<file path="src/hw/rtl/fifo_queue_with_cancel_assert.svh">
// Assertion macros for the queue with cancel.
// FQC_ASSERT checks a property on the rising clock edge, and is held off
// during reset.
// FQC_NEVER checks that a condition never holds on the rising clock edge.
`ifndef FIFO_QUEUE_WITH_CANCEL_ASSERT_SVH
`define FIFO_QUEUE_WITH_CANCEL_ASSERT_SVH

`ifndef ASSERT_OFF
`define FQC_ASSERT(lbl, clk, rst, prop, msg) \
  lbl: assert property (@(posedge clk) disable iff (rst) prop) else $error(msg);
`define FQC_NEVER(lbl, clk, rst, cond, msg) \
  lbl: assert property (@(posedge clk) disable iff (rst) !(cond)) else $error(msg);
`else
`define FQC_ASSERT(lbl, clk, rst, prop, msg)
`define FQC_NEVER(lbl, clk, rst, cond, msg)
`endif

`endif

</file>
<file path="src/hw/rtl/fqc_pkg.sv">
package fqc_pkg;

  // Queue capacity and derived widths
  localparam int DEPTH  = 16;
  localparam int CNT_W  = $clog2(DEPTH + 1);

  // Fixed field widths
  localparam int CMD_W  = 3;
  localparam int DATA_W = 32;
  localparam int ST_W   = 2;
  localparam int OCC_W  = 5;
  localparam int RM_W   = 5;

  // Command queue between front and back
  localparam int QDEPTH = 2;
  localparam int QPTR_W = (QDEPTH > 1) ? $clog2(QDEPTH) : 1;
  localparam int QCNT_W = $clog2(QDEPTH + 1);

  // Command codes
  localparam logic [CMD_W-1:0] CMD_ENQ    = 3'd0;
  localparam logic [CMD_W-1:0] CMD_DEQ    = 3'd1;
  localparam logic [CMD_W-1:0] CMD_HEAD   = 3'd2;
  localparam logic [CMD_W-1:0] CMD_LIST   = 3'd3;
  localparam logic [CMD_W-1:0] CMD_CANCEL = 3'd4;

  // Status codes
  localparam logic [ST_W-1:0] ST_OK       = 2'd0;
  localparam logic [ST_W-1:0] ST_EMPTY    = 2'd1;
  localparam logic [ST_W-1:0] ST_FULL     = 2'd2;
  localparam logic [ST_W-1:0] ST_NOTFOUND = 2'd3;

  typedef enum logic [2:0] {
    OP_ENQ,
    OP_DEQ,
    OP_HEAD,
    OP_LIST,
    OP_CANCEL,
    OP_NOP
  } op_t;

  typedef struct packed {
    op_t                      op;
    logic signed [DATA_W-1:0] value;
  } fqc_cmd_t;

  // Handshake from the command queue to the back end
  typedef struct packed {
    logic     valid;
    fqc_cmd_t item;
  } fqc_qout_t;

  typedef enum logic [1:0] {
    BK_IDLE,
    BK_LIST,
    BK_CANCEL,
    BK_REPORT
  } bk_state_t;

  typedef enum logic [1:0] {
    CELL_HOLD,
    CELL_APPEND,
    CELL_SHIFT,
    CELL_ROTATE
  } cell_op_t;

endpackage

</file>
<file path="src/hw/rtl/fqc_front.sv">
module fqc_front import fqc_pkg::*; (
  input  logic                     clk,
  input  logic                     rst,
  input  logic                     cmd_valid,
  output logic                     cmd_ready,
  input  logic [CMD_W-1:0]         command,
  input  logic signed [DATA_W-1:0] value,
  output fqc_qout_t                qout,
  input  logic                     q_pop
);

  fqc_cmd_t            q_mem [QDEPTH];
  logic [QPTR_W-1:0]   wr_ptr;
  logic [QPTR_W-1:0]   rd_ptr;
  logic [QCNT_W-1:0]   q_count;
  logic                push;
  logic                pop;
  fqc_cmd_t            decoded;

  function automatic op_t classify(input logic [CMD_W-1:0] code);
    op_t op;
    unique case (code)
      CMD_ENQ:    op = OP_ENQ;
      CMD_DEQ:    op = OP_DEQ;
      CMD_HEAD:   op = OP_HEAD;
      CMD_LIST:   op = OP_LIST;
      CMD_CANCEL: op = OP_CANCEL;
      default:    op = OP_NOP;
    endcase
    return op;
  endfunction

  assign cmd_ready = (q_count != QCNT_W'(QDEPTH));
  assign push      = cmd_valid && cmd_ready;
  assign pop       = q_pop && (q_count != '0);

  assign decoded.op    = classify(command);
  assign decoded.value = value;

  assign qout.valid = (q_count != '0);
  assign qout.item  = q_mem[rd_ptr];

  always_ff @(posedge clk) begin
    if (push) begin
      q_mem[wr_ptr] <= decoded;
    end
  end

  always_ff @(posedge clk) begin
    if (rst) begin
      wr_ptr  <= '0;
      rd_ptr  <= '0;
      q_count <= '0;
    end else begin
      if (push) begin
        wr_ptr <= (wr_ptr == QPTR_W'(QDEPTH - 1)) ? '0 : wr_ptr + QPTR_W'(1);
      end
      if (pop) begin
        rd_ptr <= (rd_ptr == QPTR_W'(QDEPTH - 1)) ? '0 : rd_ptr + QPTR_W'(1);
      end
      if (push && !pop) begin
        q_count <= q_count + QCNT_W'(1);
      end else if (pop && !push) begin
        q_count <= q_count - QCNT_W'(1);
      end
    end
  end

endmodule

</file>
<file path="src/hw/rtl/fqc_back.sv">
`include "fifo_queue_with_cancel_assert.svh"

module fqc_back import fqc_pkg::*; (
  input  logic                     clk,
  input  logic                     rst,
  input  fqc_qout_t                qin,
  output logic                     q_pop,
  output logic                     rsp_valid,
  input  logic                     rsp_ready,
  output logic [ST_W-1:0]          status,
  output logic signed [DATA_W-1:0] data,
  output logic [RM_W-1:0]          removed_count,
  output logic [OCC_W-1:0]         occupancy,
  output logic                     last
);

  bk_state_t                state;
  bk_state_t                state_next;
  logic [CNT_W-1:0]         count;
  logic [CNT_W-1:0]         count_next;
  logic [CNT_W-1:0]         step;
  logic [CNT_W-1:0]         step_next;
  logic [CNT_W-1:0]         removed;
  logic [CNT_W-1:0]         removed_next;
  logic signed [DATA_W-1:0] match_value;
  logic signed [DATA_W-1:0] cells      [DEPTH];
  logic signed [DATA_W-1:0] cells_next [DEPTH];
  cell_op_t                 cell_op;
  logic                     load_match;
  logic                     out_free;
  logic                     take;
  logic                     rsp_load;
  logic [ST_W-1:0]          r_status;
  logic signed [DATA_W-1:0] r_data;
  logic [RM_W-1:0]          r_removed;
  logic                     r_last;

  assign out_free = !rsp_valid || rsp_ready;
  assign take     = (state == BK_IDLE) && qin.valid && out_free;

  // Next state
  always_comb begin
    state_next = state;
    unique case (state)
      BK_IDLE: begin
        if (take) begin
          if (qin.item.op == OP_LIST && count > CNT_W'(1)) begin
            state_next = BK_LIST;
          end else if (qin.item.op == OP_CANCEL && count != '0) begin
            state_next = BK_CANCEL;
          end
        end
      end
      BK_LIST: begin
        if (out_free && step == CNT_W'(1)) begin
          state_next = BK_IDLE;
        end
      end
      BK_CANCEL: begin
        if (step == CNT_W'(1)) begin
          state_next = BK_REPORT;
        end
      end
      BK_REPORT: begin
        if (out_free) begin
          state_next = BK_IDLE;
        end
      end
      default: state_next = BK_IDLE;
    endcase
  end

  // Outputs and datapath control
  always_comb begin
    q_pop        = 1'b0;
    cell_op      = CELL_HOLD;
    count_next   = count;
    step_next    = step;
    removed_next = removed;
    load_match   = 1'b0;
    rsp_load     = 1'b0;
    r_status     = ST_OK;
    r_data       = '0;
    r_removed    = '0;
    r_last       = 1'b1;
    unique case (state)
      BK_IDLE: begin
        if (take) begin
          q_pop    = 1'b1;
          rsp_load = 1'b1;
          case (qin.item.op)
            OP_ENQ: begin
              if (count == CNT_W'(DEPTH)) begin
                r_status = ST_FULL;
              end else begin
                cell_op    = CELL_APPEND;
                count_next = count + CNT_W'(1);
              end
            end
            OP_DEQ: begin
              if (count == '0) begin
                r_status = ST_EMPTY;
              end else begin
                r_data     = cells[0];
                cell_op    = CELL_SHIFT;
                count_next = count - CNT_W'(1);
              end
            end
            OP_HEAD: begin
              if (count == '0) begin
                r_status = ST_EMPTY;
              end else begin
                r_data = cells[0];
              end
            end
            OP_LIST: begin
              if (count == '0) begin
                r_status = ST_EMPTY;
              end else begin
                r_data    = cells[0];
                cell_op   = CELL_ROTATE;
                r_last    = (count == CNT_W'(1));
                step_next = count - CNT_W'(1);
              end
            end
            OP_CANCEL: begin
              if (count == '0) begin
                r_status = ST_EMPTY;
              end else begin
                rsp_load     = 1'b0;
                load_match   = 1'b1;
                step_next    = count;
                removed_next = '0;
              end
            end
            default: ;
          endcase
        end
      end
      BK_LIST: begin
        if (out_free) begin
          rsp_load  = 1'b1;
          r_data    = cells[0];
          cell_op   = CELL_ROTATE;
          r_last    = (step == CNT_W'(1));
          step_next = step - CNT_W'(1);
        end
      end
      BK_CANCEL: begin
        step_next = step - CNT_W'(1);
        if (cells[0] == match_value) begin
          cell_op      = CELL_SHIFT;
          count_next   = count - CNT_W'(1);
          removed_next = removed + CNT_W'(1);
        end else begin
          cell_op = CELL_ROTATE;
        end
      end
      BK_REPORT: begin
        if (out_free) begin
          rsp_load  = 1'b1;
          r_removed = RM_W'(removed);
          r_status  = (removed != '0) ? ST_OK : ST_NOTFOUND;
        end
      end
      default: ;
    endcase
  end

  // Cell line: append at the tail, drop the head, or move the head to the tail
  always_comb begin
    for (int i = 0; i < DEPTH; i++) begin
      cells_next[i] = cells[i];
      case (cell_op)
        CELL_APPEND: begin
          if (CNT_W'(i) == count) begin
            cells_next[i] = qin.item.value;
          end
        end
        CELL_SHIFT: begin
          if (i < DEPTH - 1) begin
            cells_next[i] = cells[(i + 1) % DEPTH];
          end
        end
        CELL_ROTATE: begin
          if (CNT_W'(i) == count - CNT_W'(1)) begin
            cells_next[i] = cells[0];
          end else if (i < DEPTH - 1) begin
            cells_next[i] = cells[(i + 1) % DEPTH];
          end
        end
        default: ;
      endcase
    end
  end

  always_ff @(posedge clk) begin
    cells <= cells_next;
    if (load_match) begin
      match_value <= qin.item.value;
    end
    step    <= step_next;
    removed <= removed_next;
  end

  always_ff @(posedge clk) begin
    if (rst) begin
      state <= BK_IDLE;
      count <= '0;
    end else begin
      state <= state_next;
      count <= count_next;
    end
  end

  always_ff @(posedge clk) begin
    if (rst) begin
      rsp_valid <= 1'b0;
    end else if (rsp_load) begin
      rsp_valid <= 1'b1;
    end else if (rsp_ready) begin
      rsp_valid <= 1'b0;
    end
  end

  always_ff @(posedge clk) begin
    if (rsp_load) begin
      status        <= r_status;
      data          <= r_data;
      removed_count <= r_removed;
      occupancy     <= OCC_W'(count_next);
      last          <= r_last;
    end
  end

  `FQC_NEVER(a_count_bound, clk, rst, count > CNT_W'(DEPTH), "entry count above capacity")
  `FQC_NEVER(a_step_live, clk, rst, (state == BK_LIST || state == BK_CANCEL) && step == '0, "pass with no step left")
  `FQC_ASSERT(a_list_keeps_count, clk, rst, (state == BK_LIST) |=> $stable(count), "list changed the entry count")
  `FQC_NEVER(a_pop_empty, clk, rst, q_pop && !qin.valid, "pop from empty command queue")

endmodule

</file>
<file path="src/hw/rtl/fifo_queue_with_cancel.sv">
// Bounded FIFO of signed 32-bit words with cancel-by-value. Each command
// transaction carries a command (enqueue, dequeue, head, list, cancel) and a
// value; each yields one response transaction, except list on a non-empty
// queue, which yields one response per held entry, oldest first, with last
// set on the final one. Enqueue, dequeue, head and undefined commands are
// executed as they are taken; list emits one response per held entry as
// the response side takes them; cancel latches the match value, compares
// each held entry as the back end walks the entries through its shift
// line, dropping matches and moving the others to the tail, and then loads
// the report. A two-entry command queue sits between the decoder and the
// executing back end, so new commands are taken while a long list or
// cancel is still running. The response register holds a result until it
// is taken; the back end starts its next command in the cycle the waiting
// result is taken, or at once when none waits.
module fifo_queue_with_cancel import fqc_pkg::*; (
  input  logic                     clk,
  input  logic                     rst,
  input  logic                     cmd_valid,
  output logic                     cmd_ready,
  input  logic [CMD_W-1:0]         command,
  input  logic signed [DATA_W-1:0] value,
  output logic                     rsp_valid,
  input  logic                     rsp_ready,
  output logic [ST_W-1:0]          status,
  output logic signed [DATA_W-1:0] data,
  output logic [RM_W-1:0]          removed_count,
  output logic [OCC_W-1:0]         occupancy,
  output logic                     last
);

  // Decoded commands waiting for the back end
  fqc_qout_t qout;
  logic      q_pop;

  // Front: accept and classify command transactions, hold them in the queue
  fqc_front u_front (
    .clk       (clk),
    .rst       (rst),
    .cmd_valid (cmd_valid),
    .cmd_ready (cmd_ready),
    .command   (command),
    .value     (value),
    .qout      (qout),
    .q_pop     (q_pop)
  );

  // Back: hold the entries, execute commands, drive the response register
  fqc_back u_back (
    .clk           (clk),
    .rst           (rst),
    .qin           (qout),
    .q_pop         (q_pop),
    .rsp_valid     (rsp_valid),
    .rsp_ready     (rsp_ready),
    .status        (status),
    .data          (data),
    .removed_count (removed_count),
    .occupancy     (occupancy),
    .last          (last)
  );

endmodule
</file>
<file path="config.mk">
export PLATFORM = sky130hd
export DESIGN_NAME = fifo_queue_with_cancel
export DESIGN_NICKNAME = d
export VERILOG_FILES = /design/src/hw/rtl/fqc_pkg.sv /design/src/hw/rtl/fqc_front.sv /design/src/hw/rtl/fqc_back.sv /design/src/hw/rtl/fifo_queue_with_cancel.sv
export VERILOG_INCLUDE_DIRS = /design/src /design/src/hw/rtl
export SDC_FILE = /design/constraint.sdc
export NUM_CORES = 1
export LEC_CHECK = 0
export BUFFER_PORTS_ARGS = -buffer_cell sky130_fd_sc_hd__buf_2
export CAP_MARGIN = 5
export CORE_MARGIN = 2
export CORE_UTILIZATION = 35
export DETAILED_ROUTE_END_ITERATION = 10
export PLACE_DENSITY_LB_ADDON = 0.15
export SETUP_SLACK_MARGIN = 0.2
export SLEW_MARGIN = 40
export SYNTH_ARGS = -nofsm -noshare
export SYNTH_HDL_FRONTEND = slang
export SYNTH_SLANG_ARGS = --single-unit
</file>
<file path="constraint.sdc">
create_clock -name clk -period 13 [get_ports clk]
set_input_delay 1.3 -clock clk [delete_from_list [all_inputs] [get_ports clk]]
set_output_delay 1.3 -clock clk [all_outputs]
set_load 0.05 [all_outputs]
</file>
==> reports/metrics.csv <==
stage,metric,value,unit
clock_network,cts-htree-levels,3,
global_routing,antenna_found_initial,0,
placement,port_buffers,85,
clock_network,ctsLongestPathBuffers,3,
clock_network,clk_latency,0.64,ns
timing,setup_ws,8.423,ns
yosys,synthTopCellsByArea,"edfxtp_1 (65%), a211oi_1 (8.6%), nor3_1 (5.8%), a221o_1 (3.1%), nor2_1 (2.8%)",
final_layout,final_area,0.03498,mm²
pwr,vdd_drop_max,286.3,µV
yosys,synthArstFlopShare,0,
global_routing,grt.overflow.total,0,
floorplan,initial_core_util,0.3517,
yosys,yosys_warnings,0,
timing,period_needed,4.577,ns
setup_path,required,13.36,ns
pwr,power_frac_seq,0.406,
pwr,powerDensity,286.8,mW/mm²
drt,dr.pass1.iters,7,
min_path,hold_class,register to register,
yosys,synth.distinct_cells,69,
min_path,min_to,u_back.state[0],
status,status,"finished, final reports clean",
drt,avgViaCountPerCell,5.854,
setup_path,slowest_stage,a311o_2,
setup_path,crit_type,register to register,
yosys,netlist_instances,2424,
final_layout,num_antenna_cells,0,
setup_path,crit_chain,inv_1 -> ha_1 -> or3b_4 -> xnor2_2 -> nand3_1 -> and3_1 -> a311o_2 -> buf_4 -> a221o_1,
placement,gp_congestion,0.8101,
clock_network,post_cts.repair.setup_buffers,0,
yosys,yosys.area.top_type,edfxtp_1,
timing,hold_viol,0,
setup_path,reg2reg_from,u_back.count[0],
global_routing,grt_pass1_vias,20622,
clock_network,clock_sinks,682,
global_routing,met2_usage,0.3498,
pwr,p_sw,4028,µW
drt,wl_per_cell,27.73,µm
timing,tightest_slew,0.9465,ns
setup_path,cp-start-kind,register,
setup_path,reg2reg_to,u_back.cells[272],
global_routing,met1_usage,0.3021,
setup_path,critical_path.max_fanout,19,
floorplan,rows,109,
final_layout,layout-drive-gt1-share,0.1390,
drt,vias,21058,
global_routing,grt_max_degree,79,
pwr,p_sw_frac,0.4016,
setup_path,crit_start,u_back.count[0],
setup_path,critPathMaxStageDelay,0.58,ns
floorplan,dieHeight,301.5,µm
clock_network,clk_pin_slew,0.06,ns
final_layout,fillCellCount,8377,
min_path,min_from,u_back.state[0],
yosys,syn-cell-area,0.03098,mm²
timing,max_freq,218.5,MHz
global_routing,grt_pass1_wl,144000,µm
clock_network,ctsRootBufferMaster,clkbuf_16,
timing,maxSlewHeadroom,0.3510,
pwr,power_frac_comb,0.376,
drt,drc,0,
clock_network,postCtsHoldBufs,0,
pwr,p_leak,0.01100,µW
yosys,yosysSeqAreaShare,0.6568,
run,maxCapViolations,0,
setup_path,endpoint_kind,register,
setup_path,reg2reg_depth,9,
yosys,synth_top_area_share,0.6484,
yosys,ys.flop_type,edfxtp_1,
timing,maxSlewViolCount,0,
pwr,p_int,6002,µW
yosys,synth_seq_cells,682,
placement,hpwl,54320,µm
clock_network,cts_tree,built,
min_path,worstHoldPathCells,2,
setup_path,worstPathArrival,4.94,ns
floorplan,die_w,301.5,µm
timing,period_share,0.3521,
drt,ant_nets,0,
floorplan,die-area,0.09092,mm²
pwr,clock_power_share,0.218,
clock_network,ctsResizeCount,0,
global_routing,track_usage,0.2167,
global_routing,grt_busiest_layer,met2,
floorplan,pin_count,86,
final_layout,synthToLayoutAreaGrowth,12.89,%
timing,finClkSkew,0.03611,ns
drt,drtIter0Drc,2350,
final_layout,nNetsFinal,2425,
placement,pre_cts_ws,8.016,ns
setup_path,r2r_slack,8.42,ns
floorplan,core-area,0.08810,mm²
drt,drt-total-wl,99750,µm
yosys,avgSynthCellArea,12.78,µm²
timing,timing.setup.tns,0,ns
global_routing,use_met3,0.03422,
yosys,syn_nets,2479,
yosys,synth-edff-count,669,
clock_network,cts_buffers,76,
placement,dpl_cell_area,0.03240,mm²
timing,setup_viol,0,
timing,rsz0062_at_grt,false,
-- worst max path at each step --
stage,to,cells after the start,slack [ns]
2_1_floorplan,u_back.cells[256],9,7.27
4_1_cts,u_back.cells[46],10,8.27
3_3_place_gp,u_back.cells[256],11,7.71
3_5_place_dp,u_back.cells[39],9,8.02
6_report,u_back.cells[272],9,8.42
5_1_grt,u_back.cells[77],11,8.22
-- state kept, by name, indices dropped and copies added, names as in the netlist, 2 cells and up, named ones only --
register,count
u_back.count,5
u_back.removed_count,5
u_back.status,2
u_back.occupancy,5
u_back.cells,512
u_front.q_mem,70
u_back.data,32
u_front.q_count,2
u_back.match_value,32
u_back.removed,5
u_back.state,2
u_back.step,5
-- power groups by stage --
stage / Clock (µW) / Combinational, µW / Sequential [µW]
finish: 2190 / 3770 / 4070
global route: 2310 / 4040 / 4130
CTS: 2230 / 3750 / 4070
detailed placement: 0 / 3730 / 4100
global placement: 0 / 3620 / 4100
floorplan: 0 / 2280 / 4240
-- layout by cell type, fill, tap and decap left out, types with 32 or more instances in the layout --
| master | n |
|---|---|
| xor2_1 | 40 |
| nor3_1 | 359 |
| clkbuf_16 | 79 |
| a211oi_1 | 353 |
| a221o_1 | 97 |
| nor2b_1 | 36 |
| edfxtp_1 | 669 |
| buf_4 | 35 |
| buf_2 | 85 |
| a21oi_1 | 50 |
| inv_1 | 47 |
| mux2i_1 | 32 |
| nor2_1 | 205 |
-- cell usage after synthesis (all sizes together), types with 3 or more instances --
cell and number:
ha 16, xor2 40, a22oi 4, and3 12
nor4 10, buf 132, or2 4, dfxtp 13
xnor2 10, a21oi 64, nor2 234, edfxtp 669
nand2 29, o21ai 21, o22ai 3, nand4 3
o31ai 15, nand2b 8, nor3 359, a21o 5
nor2b 37, and2 6, mux2i 37, a221o 97
a211oi 353, clkbuf 140, a311o 3, inv 47
nand3 23
-- metal layers --
layer  vias to the layer above  wire (µm)
met2                       922      46730
met4                         0       2236
met1                     10670      43760
li1                       9328          -
met3                       138       7020
met5                         -          0
-- stage by stage --
stage	total power [µW]	hold slack, ns	instances	utilization
finish	10030	0.4977	3597	0.3970
global route	10480	0.5303	3597	0.3970
CTS	10050	0.5011	3595	0.3959
detailed placement	7839	0.4927	3455	0.3677
global placement	7715	0.4836	3449	0.3658
floorplan	6514	0.4660	2424	-
-- critical path, delay by kind of cell, from the launching register on --
family                     cells  cell delay, ns
xor gates and xnor gates       1            0.57
buffers and inverters          2            0.59
AOI/OAI and AO/OA              2            0.93
adders and majority gates      1            0.53
and+or+nand+nor                3            1.24
DFF                            1            0.46
-- kinds of logic after synthesis --
group / Yosys count / synth area share
XOR/XNOR: 50 / 0.01438
AO/OA/AOI/OAI: 582 / 0.1482
buffers and inverters: 320 / 0.04721
multiplexers: 38 / 0.01232
AND/OR/NAND/NOR: 736 / 0.1147
adder cells (fa/ha/maj): 16 / 0.006461
flip-flops: 682 / 0.6568
-- cell type report --
| cell class | count | area, µm² | area share |
|---|---|---|---|
| Clock inverter | 44 | 437.9 | 0.01252 |
| Multi-Input combinational cell | 1422 | 9545 | 0.2729 |
| Tap cell | 1165 | 1458 | 0.04167 |
| Inverter | 48 | 180.2 | 0.005151 |
| Timing Repair Buffer | 140 | 964.7 | 0.02758 |
| Clock buffer | 96 | 2041 | 0.05834 |
| Sequential cell | 682 | 20350 | 0.5818 |
(Power assumes the default switching activity.)
